===== src/pqs_pkg.sv =====
// Shared types and codes for the periodic query scheduler.
// Used by pqs_cell and periodic_query_scheduler; depends on nothing else.
package pqs_pkg;

  localparam int TimeW   = 32;
  localparam int IdW     = 16;
  localparam int PeriodW = 16;

  localparam logic OP_REGISTER = 1'b0;
  localparam logic OP_POP      = 1'b1;

  localparam logic [1:0] ST_OK    = 2'd0;
  localparam logic [1:0] ST_FULL  = 2'd1;
  localparam logic [1:0] ST_EMPTY = 2'd2;
  localparam logic [1:0] ST_SAT   = 2'd3;

  typedef struct packed {
    logic [TimeW-1:0]   fire_time;
    logic [IdW-1:0]     id;
    logic [PeriodW-1:0] period;
  } entry_t;

  // Commands broadcast from the controller to every cell.
  typedef struct packed {
    logic ins;  // insert the broadcast entry at its sorted place
    logic shl;  // drop the head, every cell takes its right neighbor
  } cell_ctrl_t;

endpackage


===== src/pqs_cell.sv =====
// One cell of the sorted entry chain of the periodic query scheduler.
// Depends on pqs_pkg for the entry and command types.
module pqs_cell #(
  parameter int SLOTW = 6
) (
  input  logic                clk,
  input  pqs_pkg::cell_ctrl_t ctrl,
  input  logic                valid,
  input  pqs_pkg::entry_t     new_entry,
  input  logic [SLOTW-1:0]    new_slot,
  input  logic                left_lt,
  input  pqs_pkg::entry_t     left_entry,
  input  logic [SLOTW-1:0]    left_slot,
  input  pqs_pkg::entry_t     right_entry,
  input  logic [SLOTW-1:0]    right_slot,
  output logic                new_lt,
  output pqs_pkg::entry_t     entry,
  output logic [SLOTW-1:0]    slot
);
  import pqs_pkg::*;

  entry_t           entry_r, entry_nxt;
  logic [SLOTW-1:0] slot_r, slot_nxt;

  // The order key is firing time, then id, then table slot; an empty cell
  // sorts after everything.
  assign new_lt = !valid ||
                  ({new_entry.fire_time, new_entry.id, new_slot} <
                   {entry_r.fire_time, entry_r.id, slot_r});

  always_comb begin
    entry_nxt = entry_r;
    slot_nxt  = slot_r;
    if (ctrl.shl) begin
      entry_nxt = right_entry;
      slot_nxt  = right_slot;
    end else if (ctrl.ins) begin
      if (left_lt) begin
        entry_nxt = left_entry;
        slot_nxt  = left_slot;
      end else if (new_lt) begin
        entry_nxt = new_entry;
        slot_nxt  = new_slot;
      end
    end
  end

  always_ff @(posedge clk) begin
    entry_r <= entry_nxt;
    slot_r  <= slot_nxt;
  end

  assign entry = entry_r;
  assign slot  = slot_r;

endmodule


===== config.mk =====
export PLATFORM = sky130hd
export DESIGN_NAME = pqs_cell
export DESIGN_NICKNAME = d
export VERILOG_FILES = /design/src/pqs_pkg.sv /design/src/pqs_cell.sv
export SDC_FILE = /design/constraint.sdc
export NUM_CORES = 1
export LEC_CHECK = 0
export CORE_AREA = 5 5 109 111
export CTS_CLUSTER_DIAMETER = 50
export DETAILED_ROUTE_END_ITERATION = 8
export DIE_AREA = 0 0 114 116
export DONT_BUFFER_PORTS = 1
export PLACE_DENSITY_LB_ADDON = 0.1
export SYNTH_ARGS = -nofsm -noshare
export SYNTH_HDL_FRONTEND = slang
export SYNTH_SLANG_ARGS = --single-unit

===== constraint.sdc =====
create_clock -name clk -period 20.3 [get_ports clk]
set_input_delay 6.09 -clock clk [delete_from_list [all_inputs] [get_ports clk]]
set_output_delay 6.09 -clock clk [all_outputs]
set_load 0.02 [all_outputs]

==> impl_results.md, run 1 <==
* Run status: completed
* Final non-filler cell total at 630
* Global route overflow at 0
* Die ar. at 13200 µm²
* Iteration-0 DRC Markers at 139
* Final WL at 13100 µm
* CP required at 14.21 ns
* Fillers at 1000
* Rows at 38
* Yosys cell types at 29
* CTS buffer count at 9
* Vias in the first global route at 3687
* Resized Gates After CTS at 0
* Critical path arrival at 7.87 ns
* Crit end category: output port
* VDD IR max at 34.3 µV
* Per-cell routed wire length at 20.8 µm
* Num ports at 286
* Setup repair after global routing missed its margin: no
* Max frequency at 71.7 MHz
* Yosys warning count at 0
* Via density per instance at 5.66
* Largest net degree at the start of global routing at 143
* Post-route DRC at 0
* H-tree Lvls at 3
* WS Path Type: input port to output port
* Final Critical Period at 13.96 ns
* CTS Buffer Depth at 2
* Mapped Area at 4840 µm²
* IO buf count at 0
* Final setup fails at 0
* Sum Neg Setup Slack at 0 ns
* Wire length on met1 at 4810 µm
* Final period utilization at 0.687
* Critical-path top delay cell: a211o_1
* Root Buffer: clkbuf_8
* Max transition margin at 0.651
* Initial core utilization at 0.452
* Sequential-to-total area share from yosys stat at 0.434
* Hold Violations, Final at 0
* Share of layout cells above drive strength 1 at 0.0408
* TritonRoute pass-1 iters at 4
* Top cells by area, synth: edfxtp_1 (43%), mux2i_1 (14%), ha_1 (14%), o21ai_0 (8.0%), nand2_1 (6.6%)
* Setup Buffers After CTS at 0
* Worst-Skew Late Latency at 0.35 ns
* Leakage at 2.35 nW
* WL met3 at 1610 µm
* Max incr delay on CP at 0.31 ns
* Initial antenna violation count at 0
* CP Launch Type: input port
* Slew Viols, Final at 0
* Syn Inst Count at 495
* Worst Clk Skew at 0.0143 ns
* Yosys top cell by area: edfxtp_1
* Share of the synthesized area in the top cell type at 0.434
* Post-route ant nets at 0
* Final HPWL DP at 10400 µm
* Post-Place Cells at 614
* TritonCTS clock tree: built
* Antenna Cells at 0
* DIE WIDTH at 114 µm
* Clk sinks at 70
* Clk slew on worst S/H paths at 0.09 ns
* CP most frequent cell: a211o_1
* DR WL met2 at 6440 µm
* Fin nets at 753
* CORE AREA at 10700 µm²
* First-pass GRT wire length at 19400 µm
* GRT Util Overall at 0.192
* Area Growth Syn to Fin at 7.34%
* Global placement routability congestion at 0.878
* PD cells at 78.6 nW/µm²
* Worst hold path class: flip-flop to flip-flop
* Synthesized Nets at 763
* Die Span Y at 116 µm
* Top routing layer used: met4
* CP max FO at 2
* Syn_area_per_cell at 9.78 µm²
* Least-Margin Pin Slew at 0.524 ns
* Vias at 3568
* CTS Hold Bufs at 0
* Cells along the critical path: ha_1 -> a211o_1 -> a21oi_2 -> o21ai_1 -> a211o_1 -> a41oi_1 -> o31ai_1 -> nand2_1
* Max cap viols at 0
* Flops & latches, synth at 70
final timing paths:
| path | end | startpoint | slack (ns) | depth (start not counted) |
|---|---|---|---|---|
| setup / recovery | new_lt | new_slot[3] | 6.34 | 8 |
| hold / removal | entry[34] | entry[55] | 1.65 | 8 |
| setup reg to reg | entry[24] | slot[3] | 17.10 | 10 |
| hold reg to reg | entry[34] | entry[55] | 1.65 | 8 |
registers in the layout (all words and copies together), names as in the netlist:
signal  count
entry      64
slot        6
metal layers:
metal  global-route usage  vias up
li1                     -     1741
met1                0.213     1598
met2                0.328      209
met3               0.0888       20
met4               0.0602        0
met5                    0        -
power breakdown:
group          internal (mW)  switching [mW]  total, mW
Sequential             0.180          0.0302      0.210
Clock                 0.0823          0.0573      0.140
Combinational         0.0275          0.0314     0.0589
kinds of logic after synthesis:
kind of cell	count (synthesis)	share of synthesized area
AO/OA/AOI/OAI	114	0.127
adder cells (fa/ha/maj)	53	0.137
buffers and inverters	78	0.0623
flip-flops	70	0.434
multiplexers	70	0.145
AND/OR/NAND/NOR	110	0.0941
through the flow:
stage / worst slack [ns] / hold slack (ns) / power (mW) / util / cell area (µm²)
3_5_place_dp: 6.27 / 1.64 / 0.274 / 0.463 / 4950
4_1_cts: 6.26 / 1.66 / 0.414 / 0.486 / 5190
5_1_grt: 6.18 / 1.73 / 0.433 / 0.486 / 5190
3_3_place_gp: 6.29 / 1.63 / 0.272 / 0.463 / 4950
6_report: 6.34 / 1.65 / 0.408 / 0.486 / 5190
2_1_floorplan: 6.66 / 2.83 / 0.262 / - / 4840
Yosys cell counts, drive strengths merged:
library cell / count
a31oi: 1
a221oi: 3
mux2i: 70
nor4: 1
a21o: 3
nor2b: 1
nor3: 1
clkbuf: 11
nor2: 7
o211ai: 1
o311ai: 1
and4: 2
a21oi: 22
nand3: 5
a41oi: 1
a211o: 2
buf: 12
nand4: 7
o21ai: 78
o31ai: 1
nand2b: 1
edfxtp: 70
inv: 55
nand2: 85
ha: 53
o21a: 1
worst max-delay path: cells and delay by family:
| family | cells | cell delay [ns] |
|---|---|---|
| AOI/OAI and AO/OA | 6 | 1.26 |
| adders and majority gates | 1 | 0.29 |
| and+or+nand+nor | 1 | 0.23 |
layout make-up:
cell class	instances	area [µm²]	area share
clock buffers	9	124	0.0238
clock inverters	7	121	0.0234
inverters	55	206	0.0397
multi-input cells	347	2450	0.472
flip-flops and latches	70	2100	0.405
well taps	140	175	0.0337
repair buffers	2	15.0	0.00289
cell usage in the layout (no fill, tap or decap), drive strengths merged:
master,n
a211o,2
a21o,3
a21oi,22
a221oi,3
a31oi,1
a41oi,1
and4,2
buf,2
bufinv,3
clkbuf,9
clkinv,3
edfxtp,70
ha,53
inv,56
mux2i,70
nand2,85
nand2b,1
nand3,5
nand4,7
nor2,7
nor2b,1
nor3,1
nor4,1
o211ai,1
o21a,1
o21ai,78
o311ai,1
o31ai,1
(Power assumes the default switching activity.)
==> run 2: changes to the inputs <==
==> constraint.sdc (replaced) <==
create_clock -name clk -period 11.7 [get_ports clk]
set_input_delay 3.51 -clock clk [delete_from_list [all_inputs] [get_ports clk]]
set_output_delay 3.51 -clock clk [all_outputs]
set_load 0.02 [all_outputs]
==> run 2 against run 1 <==
Effect of this change:
- flip-flop and latch count unchanged
- global-route usage is essentially flat
- hold slack got worse by 0.0053 ns
- wire length about the same
- largest power group unchanged
- clock-buffer cell count unchanged
==> impl_results.md, run 2 (same netlist as run 1, synthesis figures left out) <==
* Critical path arrival at 5.27 ns
* Crit end category: output port
* Leading cell type in the layout, fill and taps excluded: nand2_1
* Die Span Y at 116 µm
* Final period utilization at 0.751
* Vias at 3560
* Worst Clk Skew at 0.00894 ns
* Per-cell routed wire length at 20.8 µm
* Antenna Cells at 0
* Fillers at 1007
* Worst hold path class: flip-flop to flip-flop
* Max reg flops at 64
* CORE AREA at 10700 µm²
* Die ar. at 13200 µm²
* Final setup fails at 0
* Share of layout cells above drive strength 1 at 0.0408
* Final instance area at 5170 µm²
* Clk sinks at 70
* Largest net degree at the start of global routing at 143
* CP Launch Type: input port
* CTS buffer count at 9
* Iteration-0 DRC Markers at 123
* Post-Place Cells at 614
* Final non-filler cell total at 630
* Min setup slack post-route at 2.92 ns
* Rows at 38
* Fin nets at 753
* Final WL at 13100 µm
* VDD IR max at 59.4 µV
* Final core utilization at 0.484
* Post-route ant nets at 0
* Run status: completed
* Pwr Total at 0.687 mW
* Placed Area at 4950 µm²
* Clk slew on worst S/H paths at 0.08 ns
* Setup repair after global routing missed its margin: no
* Final Critical Period at 8.78 ns
* Final HPWL DP at 10500 µm
* CTS Buffer Depth at 2
* Initial antenna violation count at 0
* Worst-Skew Late Latency at 0.35 ns
* Least-Margin Pin Slew at 0.523 ns
* Slew Viols, Final at 0
* Max transition margin at 0.652
* Hold WS at 1.64 ns
* Initial core utilization at 0.452
* Sum Neg Setup Slack at 0 ns
* Max cap viols at 0
* PD cells at 133 nW/µm²
* Global placement routability congestion at 0.878
* CTS Hold Bufs at 0
* CP max FO at 2
* H-tree Lvls at 3
* Leakage at 2.34 nW
* TritonCTS clock tree: built
* GRT Util Overall at 0.192
* Num ports at 286
* Setup slack after placement at 2.83 ns
* IO buf count at 0
* Resized Gates After CTS at 0
* CP required at 8.19 ns
* Root Buffer: clkbuf_8
* TritonRoute pass-1 iters at 4
* Vias in the first global route at 3660
* Post-route DRC at 0
* Max frequency at 114 MHz
* Setup Buffers After CTS at 0
* Most frequent cells in the layout: nand2_1 (85), o21ai_0 (77), mux2i_1 (70), edfxtp_1 (70), inv_1 (55)
* Global route overflow at 0
* Area Growth Syn to Fin at 6.88%
* Hold Violations, Final at 0
* Via density per instance at 5.65
* First-pass GRT wire length at 19400 µm
* WS Path Type: input port to output port
* DIE WIDTH at 114 µm
[run 2: critical path: stages]
cell	delay, ns
ha_1	0.29
a211o_1	0.28
a21oi_2	0.12
o21ai_1	0.09
a211o_1	0.31
a41oi_1	0.28
o31ai_1	0.18
nand2_1	0.22
[run 2: report_power, final]
part           leakage, nW  internal (mW)  switching (mW)
Clock                0.109          0.121          0.0998
Combinational         1.51         0.0478          0.0547
Sequential           0.721          0.312          0.0524
Total                 2.34          0.480           0.207
[run 2: layout make-up]
cell class | count | area, µm² | area share
Multi-Input combinational cell | 347 | 2450 | 0.474
Sequential cell | 70 | 2100 | 0.406
Tap cell | 140 | 175 | 0.0339
Timing Repair Buffer | 2 | 15.0 | 0.00290
Inverter | 55 | 206 | 0.0399
Clock inverter | 7 | 98.8 | 0.0191
Clock buffer | 9 | 124 | 0.0239
[run 2: routing by layer]
layer	vias to the layer above	global-route usage	part of all wire
li1	1747	-	-
met1	1587	0.211	0.36
met2	202	0.339	0.50
met3	24	0.0710	0.11
met4	0	0.0728	0.023
met5	-	0	0
[run 2: worst paths after layout]
check,startpoint,slack (ns),depth (start not counted),to
max,new_slot[3],2.92,8,new_lt
min,entry[55],1.64,8,entry[40]
max reg2reg,slot[3],8.52,10,entry[16]
min reg2reg,entry[55],1.64,8,entry[40]
==> run 3: changes to the inputs <==
--- a/config.mk
+++ b/config.mk
@@ -5,10 +5,11 @@
 export SDC_FILE = /design/constraint.sdc
 export NUM_CORES = 1
 export LEC_CHECK = 0
-export CORE_AREA = 5 5 109 111
+export ABC_AREA = 1
+export CORE_AREA = 5 5 108 110
 export CTS_CLUSTER_DIAMETER = 50
 export DETAILED_ROUTE_END_ITERATION = 8
-export DIE_AREA = 0 0 114 116
+export DIE_AREA = 0 0 113 115
 export DONT_BUFFER_PORTS = 1
 export PLACE_DENSITY_LB_ADDON = 0.1
 export SYNTH_ARGS = -nofsm -noshare
==> constraint.sdc (replaced) <==
create_clock -name clk -period 8.7 [get_ports clk]
set_input_delay 2.61 -clock clk [delete_from_list [all_inputs] [get_ports clk]]
set_output_delay 2.61 -clock clk [all_outputs]
set_load 0.02 [all_outputs]
==> run 3 against run 2 <==
Effect of this change:
- final area rose by 2.2%
- first-iteration DRC count rose by 55%
- synthesized area rose by 3.3%
- combinational power rose by 51%
- critical endpoint unchanged
==> impl_results.md, run 3 <==
* Max reg flops at 64
* CTS buffer count at 9
* Critical path arrival at 3.81 ns
* Cells along the critical path: ha_1 -> nand2_1 -> nor2_2 -> nand2_1 -> nor2_1 -> nand2_1 -> nand3_2 -> nand2_1 -> nand2_1 -> nand2_1
* Max cap viols at 0
* Antenna Cells at 0
* Top_reg_cell synth: edfxtp_1
* Per-cell routed wire length at 18.0 µm
* Die ar. at 13000 µm²
* Yosys top cell by area: edfxtp_1
* Final HPWL DP at 10600 µm
* Max transition margin at 0.189
* Hold Violations, Final at 0
* Clk slew on worst S/H paths at 0.08 ns
* Min setup slack post-route at 2.28 ns
* Most frequent cells after synthesis: a21oi_1 (155), nand2_1 (147), nor2_1 (89)
* PD cells at 175 nW/µm²
* Resized Gates After CTS at 0
* DIE WIDTH at 113 µm
* Worst reg-to-reg setup slack at 5.84 ns
* Top cells by area, synth: edfxtp_1 (42%), a21oi_1 (16%), ha_1 (13%), nand2_1 (11%), nor2_1 (6.7%)
* Flops & latches, synth at 70
* Setup repair after global routing missed its margin: no
* Root Buffer: clkbuf_8
* Syn_area_per_cell at 7.72 µm²
* Crit end category: output port
* Mapped Area at 5000 µm²
* H-tree Lvls at 3
* Final setup fails at 0
* Fillers at 1020
* Slew Viols, Final at 0
* Worst hold path class: flip-flop to flip-flop
* CTS Hold Bufs at 0
* CTS Buffer Depth at 2
* Leading cell type in the layout, fill and taps excluded: a21oi_1
* Setup Buffers After CTS at 0
* Sum Neg Setup Slack at 0 ns
* Initial core utilization at 0.472
* Clk sinks at 70
* Worst Clk Skew at 0.00740 ns
* Placed Area at 5080 µm²
* Global route overflow at 0
* WS Path Type: input port to output port
* Global placement routability congestion at 0.855
* CORE AREA at 10600 µm²
* CP max FO at 3
* Leakage at 2.50 nW
* Run status: completed
* Share of layout cells above drive strength 1 at 0.0582
* Sequential-to-total area share from yosys stat at 0.420
* Final non-filler cell total at 776
* First-pass GRT wire length at 21400 µm
* Via density per instance at 5.53
* CP Launch Type: input port
* Post-route ant nets at 0
* Max incr delay on CP at 0.28 ns
* IO buf count at 0
* TritonRoute pass-1 iters at 5
* Rows at 38
* Final instance area at 5290 µm²
* Area occupied by multi-input gates at 2480 µm²
* Final Critical Period at 6.42 ns
* Initial antenna violation count at 0
* Max frequency at 156 MHz
* GRT Util Overall at 0.207
* Post-Place Cells at 760
* Final period utilization at 0.738
* Least-Margin Pin Slew at 1.22 ns
* CP required at 6.09 ns
* CP most frequent cell: nand2_1
* Most frequent cells in the layout: a21oi_1 (155), nand2_1 (147), nor2_1 (89)
* Post-route DRC at 0
* Most common cell in the synthesized netlist: a21oi_1
* Post-synth EDFFs at 70
* Worst-Skew Late Latency at 0.34 ns
* Yosys cell types at 22
* TritonCTS clock tree: built
* Share of the synthesized area in the top cell type at 0.420
* Critical-path top delay cell: ha_1
* Yosys warning count at 0
* Largest net degree at the start of global routing at 74
* Vias in the first global route at 4187
* Die Span Y at 115 µm
* VDD IR max at 81.9 µV
* Synthesized Nets at 916
* Num ports at 286
* Setup slack after placement at 2.29 ns
* Asr flop ratio synth at 0
* Final WL at 14000 µm
* Vias at 4289
* Fin nets at 899
* Sequential Area at 2100 µm²
* Iteration-0 DRC Markers at 191
* Syn Inst Count at 648
* Area Growth Syn to Fin at 5.75%
* Final core utilization at 0.499
[run 3: cell types whose count changed after synthesis, sizes merged, moves of 3 or more]
| cell | change |
|---|---|
| a21oi | +133 |
| a221oi | -3 |
| buf | -6 |
| clkbuf | +13 |
| inv | +26 |
| mux2i | -70 |
| nand2 | +65 |
| nand4 | -4 |
| nor2 | +86 |
| o21ai | -77 |
[run 3: layout make-up]
class | instances | area share
Timing Repair Buffer | 2 | 0.00284
Clock inverter | 7 | 0.0168
Inverter | 82 | 0.0582
Sequential cell | 70 | 0.397
Clock buffer | 9 | 0.0234
Multi-Input combinational cell | 466 | 0.468
Tap cell | 140 | 0.0331
[run 3: worst max-delay path: cells and delay by family]
kind                       cells  cell delay [ns]
and+or+nand+nor                9             0.92
adders and majority gates      1             0.28
[run 3: cells by family (layout without fill, tap and decap cells)]
logic type               count (synthesis)  after routing  share of synthesized area
adder cells (fa/ha/maj)                 53             53                      0.133
AND/OR/NAND/NOR                        252            252                      0.199
buffers and inverters                  112            100                     0.0846
AO/OA/AOI/OAI                          161            161                      0.164
flip-flops                              70             70                      0.420
[run 3: final timing paths]
check / from / to / depth (start not counted)
min reg2reg: entry[63] / entry[58] / 12
max: new_entry[31] / new_lt / 10
max reg2reg: slot[5] / entry[31] / 13
min: entry[63] / entry[58] / 12
[run 3: metrics by stage]
stage / total power [mW] / hold WS, ns
6_report: 0.927 / 1.97
5_1_grt: 0.989 / 2.13
4_1_cts: 0.942 / 2.01
3_5_place_dp: 0.651 / 2.00
3_3_place_gp: 0.646 / 1.94
2_1_floorplan: 0.616 / 2.23
[run 3: power by group]
| group | total (mW) | internal [mW] | leakage [nW] | switching, mW |
|---|---|---|---|---|
| logic | 0.156 | 0.0612 | 1.69 | 0.0944 |
| registers | 0.484 | 0.418 | 0.700 | 0.0659 |
| clock network | 0.288 | 0.160 | 0.113 | 0.128 |
| total | 0.927 | 0.639 | 2.50 | 0.288 |
[run 3: routing by layer]
| layer | wire (µm) | track usage |
|---|---|---|
| met5 | 0 | 0 |
| met4 | 288 | 0.0769 |
| met3 | 1480 | 0.0689 |
| met2 | 7120 | 0.365 |
| met1 | 5070 | 0.234 |
